`src/rtl/fpda_pkg.sv`:
```
// Shared types and constants of the fixed point to decimal ASCII formatter.
// Stand-alone package, used by every module of the block.
`timescale 1ns / 1ps

package fpda_pkg;

    localparam int WHOLE_W         = 17;
    localparam int FRAC_IN_W       = 16;
    localparam int CFG_W           = 3;
    localparam int DIG_W           = 4;
    localparam int IDX_W           = 4;
    localparam int STEP_W          = 5;
    localparam int MAX_CHARS       = 10;
    localparam int MAX_FRAC_DIGITS = 4;
    localparam int LIMIT_W         = 40;

    localparam logic [CFG_W-1:0] FRAC_DIGITS_RESET = 3'd2;
    localparam logic [DIG_W-1:0] POINT_CODE        = 4'd10;
    localparam logic [7:0]       ASCII_ZERO        = 8'h30;
    localparam logic [7:0]       ASCII_POINT       = 8'h2E;

    typedef enum logic {
        OP_DABBLE,
        OP_TIMES10
    } op_t;

    typedef struct packed {
        logic [WHOLE_W-1:0]   whole_part;
        logic [FRAC_IN_W-1:0] fraction;
    } item_t;

    typedef struct packed {
        logic [7:0] char_code;
        logic       last_char;
    } chr_t;

    // Character store fill port and emission start, sequencer to emitter
    typedef struct packed {
        logic             wr_en;
        logic [IDX_W-1:0] wr_addr;
        logic [DIG_W-1:0] wr_digit;
        logic             start;
        logic [IDX_W-1:0] count;
    } fill_t;

    function automatic longint pow10(input int n);
        longint p;
        p = 1;
        for (int k = 0; k < n; k++)
        begin
            p = p * 10;
        end
        return p;
    endfunction

endpackage

```
`src/rtl/fixed_point_to_decimal_ascii.sv`:
```
// Fixed point to decimal ASCII formatter, top level with the conversion sequencer.
// Instantiates fpda_step_unit and fpda_emit; uses fpda_pkg.
`timescale 1ns / 1ps

// Converts one request (whole part and binary fraction) into ASCII characters, most
// significant first: the whole part without leading zeros (a single '0' for zero,
// saturated at 10^WHOLE_DIGITS-1), then, when frac_digits is nonzero, '.' and that many
// truncated fraction digits (values above four act as four). last_char marks the final
// character, at most ten in all. A request occupies the block from acceptance until its
// last character is in the output register: double-dabble shifts of the whole part, one
// per bit, then its BCD digits are placed one by one in the character store, then '.'
// and one multiply-by-ten per fraction digit in the shared step unit, then one character
// per cycle from the output register while the receiver does not stall.
// The user must write frac_digits through the cfg channel only while the block is idle;
// the block itself does not enforce this.
module fixed_point_to_decimal_ascii #(
    parameter int WHOLE_DIGITS = 5,
    parameter int FRAC_BITS    = 16
) (
    input  logic                       clk,
    input  logic                       rst_n,
    input  logic                       cfg_valid,
    output logic                       cfg_ready,
    input  logic [fpda_pkg::CFG_W-1:0] cfg_data,
    input  logic                       item_valid,
    output logic                       item_ready,
    input  fpda_pkg::item_t            item,
    output logic                       chr_valid,
    input  logic                       chr_ready,
    output fpda_pkg::chr_t             chr
);

    localparam int BCD_W = 4 * WHOLE_DIGITS;
    localparam int ROOM  = fpda_pkg::MAX_CHARS - 1 - WHOLE_DIGITS;
    localparam logic [fpda_pkg::LIMIT_W-1:0] LIMIT =
        fpda_pkg::LIMIT_W'(fpda_pkg::pow10(WHOLE_DIGITS) - 1);

    typedef enum logic [2:0] {
        ST_IDLE,
        ST_DABBLE,
        ST_COPY,
        ST_POINT,
        ST_FRAC,
        ST_EMIT
    } state_t;

    state_t                        state_reg, state_next;
    logic [fpda_pkg::CFG_W-1:0]    frac_digits_reg, frac_digits_next;
    logic [BCD_W-1:0]              bcd_reg, bcd_next;
    logic [fpda_pkg::WHOLE_W-1:0]  bin_reg, bin_next;
    logic [FRAC_BITS-1:0]          frac_reg, frac_next;
    logic [fpda_pkg::STEP_W-1:0]   step_reg, step_next;
    logic [fpda_pkg::CFG_W-1:0]    d_reg, d_next;
    logic [fpda_pkg::IDX_W-1:0]    left_reg, left_next;
    logic                          seen_reg, seen_next;
    logic [fpda_pkg::IDX_W-1:0]    pos_reg, pos_next;
    fpda_pkg::fill_t               fill_reg, fill_next;

    fpda_pkg::op_t                 op;
    logic [BCD_W-1:0]              bcd_step;
    logic [fpda_pkg::WHOLE_W-1:0]  bin_step;
    logic [FRAC_BITS-1:0]          frac_step;
    logic [fpda_pkg::DIG_W-1:0]    digit_step;

    logic [fpda_pkg::WHOLE_W-1:0]  whole_sat;
    logic [fpda_pkg::CFG_W-1:0]    d_eff;
    logic [fpda_pkg::DIG_W-1:0]    top_digit;
    logic                          emit_busy;

    assign op = (state_reg == ST_FRAC) ? fpda_pkg::OP_TIMES10 : fpda_pkg::OP_DABBLE;

    fpda_step_unit #(
        .WHOLE_DIGITS (WHOLE_DIGITS),
        .FRAC_BITS    (FRAC_BITS)
    ) u_step (
        .op        (op),
        .bcd_in    (bcd_reg),
        .bin_in    (bin_reg),
        .frac_in   (frac_reg),
        .bcd_out   (bcd_step),
        .bin_out   (bin_step),
        .frac_out  (frac_step),
        .digit_out (digit_step)
    );

    fpda_emit u_emit (
        .clk       (clk),
        .rst_n     (rst_n),
        .fill      (fill_reg),
        .busy      (emit_busy),
        .chr_valid (chr_valid),
        .chr_ready (chr_ready),
        .chr       (chr)
    );

    assign cfg_ready  = 1'b1;
    assign item_ready = (state_reg == ST_IDLE);
    assign top_digit  = bcd_reg[BCD_W-1 -: 4];

    always_comb
    begin
        if ({{(fpda_pkg::LIMIT_W - fpda_pkg::WHOLE_W){1'b0}}, item.whole_part} > LIMIT)
            whole_sat = fpda_pkg::WHOLE_W'(LIMIT);
        else
            whole_sat = item.whole_part;

        if (int'(frac_digits_reg) > fpda_pkg::MAX_FRAC_DIGITS)
            d_eff = fpda_pkg::CFG_W'(fpda_pkg::MAX_FRAC_DIGITS);
        else
            d_eff = frac_digits_reg;
        if (int'(d_eff) > ROOM)
            d_eff = fpda_pkg::CFG_W'(ROOM);
    end

    always_comb
    begin
        state_next       = state_reg;
        frac_digits_next = frac_digits_reg;
        bcd_next         = bcd_reg;
        bin_next         = bin_reg;
        frac_next        = frac_reg;
        step_next        = step_reg;
        d_next           = d_reg;
        left_next        = left_reg;
        seen_next        = seen_reg;
        pos_next         = pos_reg;
        fill_next        = '0;

        if (cfg_valid && cfg_ready)
            frac_digits_next = cfg_data;

        unique case (state_reg)
            ST_IDLE:
            begin
                if (item_valid)
                begin
                    bcd_next   = '0;
                    bin_next   = whole_sat;
                    frac_next  = FRAC_BITS'(item.fraction);
                    d_next     = d_eff;
                    step_next  = '0;
                    left_next  = fpda_pkg::IDX_W'(WHOLE_DIGITS);
                    seen_next  = 1'b0;
                    pos_next   = '0;
                    state_next = ST_DABBLE;
                end
            end
            ST_DABBLE:
            begin
                bcd_next  = bcd_step;
                bin_next  = bin_step;
                step_next = step_reg + 1'b1;
                if (step_reg == fpda_pkg::STEP_W'(fpda_pkg::WHOLE_W - 1))
                    state_next = ST_COPY;
            end
            ST_COPY:
            begin
                // Drop leading zeros, but always keep the last digit
                bcd_next  = bcd_reg << 4;
                left_next = left_reg - 1'b1;
                if (seen_reg || top_digit != '0 || left_reg == 4'd1)
                begin
                    fill_next.wr_en    = 1'b1;
                    fill_next.wr_addr  = pos_reg;
                    fill_next.wr_digit = top_digit;
                    pos_next           = pos_reg + 1'b1;
                    seen_next          = 1'b1;
                end
                if (left_reg == 4'd1)
                begin
                    if (d_reg != '0)
                    begin
                        state_next = ST_POINT;
                    end
                    else
                    begin
                        fill_next.start = 1'b1;
                        fill_next.count = pos_next;
                        state_next      = ST_EMIT;
                    end
                end
            end
            ST_POINT:
            begin
                fill_next.wr_en    = 1'b1;
                fill_next.wr_addr  = pos_reg;
                fill_next.wr_digit = fpda_pkg::POINT_CODE;
                pos_next           = pos_reg + 1'b1;
                state_next         = ST_FRAC;
            end
            ST_FRAC:
            begin
                fill_next.wr_en    = 1'b1;
                fill_next.wr_addr  = pos_reg;
                fill_next.wr_digit = digit_step;
                frac_next          = frac_step;
                pos_next           = pos_reg + 1'b1;
                d_next             = d_reg - 1'b1;
                if (d_reg == 3'd1)
                begin
                    fill_next.start = 1'b1;
                    fill_next.count = pos_next;
                    state_next      = ST_EMIT;
                end
            end
            ST_EMIT:
            begin
                // Hold until the emitter has taken the last character
                if (!emit_busy && !fill_reg.start)
                    state_next = ST_IDLE;
            end
            default:
            begin
                state_next = ST_IDLE;
            end
        endcase
    end

    always_ff @(posedge clk or negedge rst_n)
    begin
        if (!rst_n)
        begin
            state_reg       <= ST_IDLE;
            frac_digits_reg <= fpda_pkg::FRAC_DIGITS_RESET;
            step_reg        <= '0;
            d_reg           <= '0;
            left_reg        <= '0;
            seen_reg        <= 1'b0;
            pos_reg         <= '0;
            fill_reg        <= '0;
        end
        else
        begin
            state_reg       <= state_next;
            frac_digits_reg <= frac_digits_next;
            step_reg        <= step_next;
            d_reg           <= d_next;
            left_reg        <= left_next;
            seen_reg        <= seen_next;
            pos_reg         <= pos_next;
            fill_reg        <= fill_next;
        end
    end

    always_ff @(posedge clk)
    begin
        bcd_reg  <= bcd_next;
        bin_reg  <= bin_next;
        frac_reg <= frac_next;
    end

endmodule

```
`src/rtl/fpda_step_unit.sv`:
```
// Shared arithmetic step: one double-dabble shift or one multiply-by-ten of the fraction.
// Uses fpda_pkg for the operation code and field widths.
`timescale 1ns / 1ps

module fpda_step_unit #(
    parameter int WHOLE_DIGITS = 5,
    parameter int FRAC_BITS    = 16
) (
    input  fpda_pkg::op_t                op,
    input  logic [4*WHOLE_DIGITS-1:0]    bcd_in,
    input  logic [fpda_pkg::WHOLE_W-1:0] bin_in,
    input  logic [FRAC_BITS-1:0]         frac_in,
    output logic [4*WHOLE_DIGITS-1:0]    bcd_out,
    output logic [fpda_pkg::WHOLE_W-1:0] bin_out,
    output logic [FRAC_BITS-1:0]         frac_out,
    output logic [fpda_pkg::DIG_W-1:0]   digit_out
);

    localparam int BCD_W = 4 * WHOLE_DIGITS;
    localparam int PROD_W = FRAC_BITS + 4;

    logic [BCD_W-1:0]  bcd_adj;
    logic [PROD_W-1:0] frac_ext;
    logic [PROD_W-1:0] prod;

    // Add three to every BCD digit of five or more before the shift
    always_comb
    begin
        for (int i = 0; i < WHOLE_DIGITS; i++)
        begin
            if (bcd_in[4*i +: 4] >= 4'd5)
                bcd_adj[4*i +: 4] = bcd_in[4*i +: 4] + 4'd3;
            else
                bcd_adj[4*i +: 4] = bcd_in[4*i +: 4];
        end
    end

    assign frac_ext = PROD_W'(frac_in);
    assign prod     = (frac_ext << 3) + (frac_ext << 1);

    always_comb
    begin
        bcd_out   = bcd_in;
        bin_out   = bin_in;
        frac_out  = frac_in;
        digit_out = '0;
        unique case (op)
            fpda_pkg::OP_DABBLE:
            begin
                bcd_out = {bcd_adj[BCD_W-2:0], bin_in[fpda_pkg::WHOLE_W-1]};
                bin_out = {bin_in[fpda_pkg::WHOLE_W-2:0], 1'b0};
            end
            fpda_pkg::OP_TIMES10:
            begin
                frac_out  = prod[FRAC_BITS-1:0];
                digit_out = prod[PROD_W-1:FRAC_BITS];
            end
            default:
            begin
                bcd_out = bcd_in;
            end
        endcase
    end

endmodule

```
`src/rtl/fpda_emit.sv`:
```
// Character store and output stage: holds the digit codes of one string and sends them
// as ASCII characters, first to last. Uses fpda_pkg for the fill port and result types.
`timescale 1ns / 1ps

module fpda_emit (
    input  logic            clk,
    input  logic            rst_n,
    input  fpda_pkg::fill_t fill,
    output logic            busy,
    output logic            chr_valid,
    input  logic            chr_ready,
    output fpda_pkg::chr_t  chr
);

    logic [fpda_pkg::DIG_W-1:0] store_reg [fpda_pkg::MAX_CHARS];

    logic                       active_reg, active_next;
    logic [fpda_pkg::IDX_W-1:0] idx_reg, idx_next;
    logic [fpda_pkg::IDX_W-1:0] count_reg, count_next;
    logic                       valid_reg, valid_next;
    fpda_pkg::chr_t             chr_reg, chr_next;

    logic [fpda_pkg::DIG_W-1:0] digit;
    logic                       load;

    assign digit = store_reg[idx_reg];
    assign load  = active_reg && (!valid_reg || chr_ready);

    always_comb
    begin
        active_next = active_reg;
        idx_next    = idx_reg;
        count_next  = count_reg;
        valid_next  = valid_reg;
        chr_next    = chr_reg;
        if (valid_reg && chr_ready)
            valid_next = 1'b0;
        if (fill.start)
        begin
            active_next = 1'b1;
            idx_next    = '0;
            count_next  = fill.count;
        end
        else if (load)
        begin
            valid_next = 1'b1;
            if (digit == fpda_pkg::POINT_CODE)
                chr_next.char_code = fpda_pkg::ASCII_POINT;
            else
                chr_next.char_code = fpda_pkg::ASCII_ZERO + {4'd0, digit};
            chr_next.last_char = (idx_reg + 1'b1 == count_reg);
            if (idx_reg + 1'b1 == count_reg)
            begin
                active_next = 1'b0;
                idx_next    = '0;
            end
            else
            begin
                idx_next = idx_reg + 1'b1;
            end
        end
    end

    always_ff @(posedge clk or negedge rst_n)
    begin
        if (!rst_n)
        begin
            active_reg <= 1'b0;
            idx_reg    <= '0;
            count_reg  <= '0;
            valid_reg  <= 1'b0;
        end
        else
        begin
            active_reg <= active_next;
            idx_reg    <= idx_next;
            count_reg  <= count_next;
            valid_reg  <= valid_next;
        end
    end

    always_ff @(posedge clk)
    begin
        chr_reg <= chr_next;
        if (fill.wr_en)
            store_reg[fill.wr_addr] <= fill.wr_digit;
    end

    assign busy      = active_reg;
    assign chr_valid = valid_reg;
    assign chr       = chr_reg;

endmodule

```
`config.mk`:
```
export PLATFORM = sky130hd
export DESIGN_NAME = fixed_point_to_decimal_ascii
export DESIGN_NICKNAME = d
export VERILOG_FILES = /design/src/rtl/fpda_pkg.sv /design/src/rtl/fixed_point_to_decimal_ascii.sv /design/src/rtl/fpda_step_unit.sv /design/src/rtl/fpda_emit.sv
export SDC_FILE = /design/constraint.sdc
export NUM_CORES = 1
export LEC_CHECK = 0
export ABC_AREA = 1
export BUFFER_PORTS_ARGS = -buffer_cell sky130_fd_sc_hd__buf_4
export CAP_MARGIN = 20
export CORE_MARGIN = 2
export CORE_UTILIZATION = 40
export DETAILED_ROUTE_END_ITERATION = 12
export GPL_ROUTABILITY_DRIVEN = 0
export GPL_TIMING_DRIVEN = 0
export RECOVER_POWER = 100
export REMOVE_ABC_BUFFERS = 1
export SLEW_MARGIN = 5
export SYNTH_ARGS = -nofsm -noshare
export SYNTH_HDL_FRONTEND = slang
export SYNTH_HIERARCHICAL = 1
export SYNTH_SLANG_ARGS = --single-unit
```
`constraint.sdc`:
```
create_clock -name clk -period 5.6 [get_ports clk]
set_clock_uncertainty 0.15 [all_clocks]
set_input_delay 0 -clock clk [delete_from_list [all_inputs] [get_ports clk]]
set_output_delay 0 -clock clk [all_outputs]
set_load 0.01 [all_outputs]
```
==> metrics.cfg <==
[route]
wl_per_cell_um=12.72
via_per_inst=4.837
detail_route.iter0.violations=454
routed_wl_um=18600
postRouteAntennaNets=0
num_vias=7076
drc_errors=0
first_pass_iters=8

[final_layout]
area_growth_pct=16.18
final_common_cell=nand2_1
final_nets=1246
final_cell_area_mm2=0.01032
antenna_cells=0
drive_above_1_share_pct=9.721
layout_common_cells=nand2_1 (356), inv_1 (150), edfxtp_1 (99), nand3_1 (85), nor2_1 (80)
largest_reg_flops=40
fill_cells=2104

[clock_tree]
cts-htree-levels=4
postCtsSetupRepairBufs=0
cts_buffers=17
cts.sinks=146
clk_latency_ns=0.42
cts_root_buf=clkbuf_16
cts_max_path_buffers=2
path_clk_slew_ns=0.07
post_cts_resize_count=0
cts_tree=built

[critical_path]
cp.depth=5
path_cells=inv_1 -> nand2_1 -> nor2_1 -> o21ai_0 -> inv_1
worst_path_most_repeated_cell=inv_1
crit_path_end_kind=flop
cp_data_arrival_time_ns=3.85
r2r_cells=5
crit_required_ns=5.49
cp_slowest_cell=nor2_1
path_max_fanout=36
r2r-start=state_reg[1]
worstSetupPathType=reg2reg
start_kind=flop
startpoint=state_reg[1]
crit_family=simple AND/OR/NAND/NOR gates
slowest_delay_ns=1.79
crit_buf_inv=2

[sta]
maxSlewViolCount=85
setup_viol=0
final.setup.tns_ns=0
hold_viol=0
layout_min_cycle_time_ns=3.960
rsz0062_at_grt=false
fmax_mhz=252.5
worst_pin_slew_ns=2.658
fin_crit_sh_pct=70.71
slew_headroom_pct=-77.20

[worst_hold_path]
hold_path_startpoint=cfg_valid
hp-class=in2reg
hold_depth=3

[floorplan]
die_w_um=153.0
start_util_pct=40.71
placeableCoreArea_mm2=0.02182
num_rows=54
die_area_mm2=0.02342
die_y_um=153.0
io_pins=53

[yosys]
yosysTopAreaCellShare_pct=33.46
synth_cell_types=46
ys_seq_elements=146
synth-edff-count=99
ys_async_sr_fraction_pct=32.19
synth_ff_type=edfxtp_1
seq_area_frac_synth_pct=46.72
yosys_warnings=6
netlist_instances=1096
synth_top_cell_by_area=edfxtp_1
synthTopCellsByArea=edfxtp_1 (33%), nand2_1 (15%), dfrtp_1 (13%)
synth_area_mm2=0.008884
avgSynthCellArea_um2=8.105

[global_routing]
grt_pass1_vias=6843
grt_max_degree=65
grt_usage_pct=16.74
antenna_found_initial=0
grt.overflow.total=0
grt_pass1_wl_um=32350

[outcome]
status=finished with violations
violations=capacitance limit, slew limit

[pwr]
cellLeakagePower_nw=4.869
power.density_mw_per_mm2=530.9
peakVddDrop_uv=239.5

[flow_run]
timing.max_cap.violations=2

[placement]
io_buffers=48
placed_cell_area_mm2=0.009344
post-dp-hpwl_um=12630

==> worst paths after layout <==
check / endpoint / slack (ns)
setup / recovery: bcd_reg[9] / 1.64
hold / removal: frac_digits_reg[2] / 0.20
setup reg to reg: bcd_reg[9] / 1.64
hold reg to reg: u_emit/count_reg[3] / 0.29
max in group asynchronous: step_reg[2] / 2.98
min in group asynchronous: u_emit/idx_reg[3] / 0.81
==> cell usage after synthesis, types with 7 or more instances <==
library cell,n
nand2_1,350
inv_1,147
edfxtp_1,99
nand3_1,84
nor2_1,76
o21ai_0,71
dfrtp_1,46
ha_1,34
a21oi_1,18
a22o_1,17
nand2_2,13
buf_2,12
buf_6,11
buf_4,10
o21bai_1,9
nand4_1,8
o211ai_1,8
inv_2,7
or2_2,7
==> cell type report <==
class | instances | area [µm²] | share of cell area, %
multi-input cells | 757 | 3809 | 36.90
clock inverters | 12 | 141.4 | 1.370
well taps | 280 | 350.3 | 3.394
clock buffers | 20 | 479.2 | 4.643
flip-flops and latches | 146 | 4150 | 40.21
repair buffers | 93 | 808.3 | 7.831
inverters | 155 | 583.1 | 5.649
==> per-layer routing <==
layer | up-vias | share of wire, % | GRT usage, % | routed length [µm]
met5 | - | 0 | 0 | 0
met4 | 0 | 0.88 | 4.453 | 163
met3 | 12 | 3.3 | 3.374 | 616
met2 | 109 | 48 | 28.61 | 8933
met1 | 3265 | 48 | 21.71 | 8889
li1 | 3690 | - | - | -
==> cells by family after synthesis <==
group           synth area share (%)
simple gates                   27.44
buf+inv                        9.747
flops                          46.72
compound gates                 9.634
fa+ha+maj                      5.014
xor+xnor                       1.070
other cells                   0.1268
mux                           0.2535
==> per-stage QoR <==
stage | util (%) | worst slack (ns) | power [mW] | instances | hold slack [ns]
final | 47.29 | 1.640 | 5.479 | 1463 | 0.1983
after floorplan | - | 2.251 | 3.722 | 1058 | -0.4456
after CTS | 47.63 | 1.633 | 5.592 | 1462 | 0.003463
after global routing | 47.29 | 1.106 | 6.004 | 1463 | 0.2264
after global placement | 42.69 | 0.8922 | 4.308 | 1386 | -0.08259
after detailed placement | 42.82 | 1.641 | 4.363 | 1387 | -0.08557
==> power breakdown <==
group	total, mW	internal, mW	switching (mW)
clock	1.18	0.717	0.465
sequential	1.95	1.64	0.316
combinational	2.34	0.846	1.50
==> worst register-to-register path: cells and delay by family, from the launching register on <==
kind	cells	cell delay, ns
simple gates	2	1.87
flops	1	0.45
buf+inv	2	0.88
compound gates	1	0.22
==> repair_timing <==
action	CTS	global route
endpoints found under the hold margin	95	0
setup endpoints to repair	0	0
hold buffers	43	0
(Power assumes the default switching activity.)
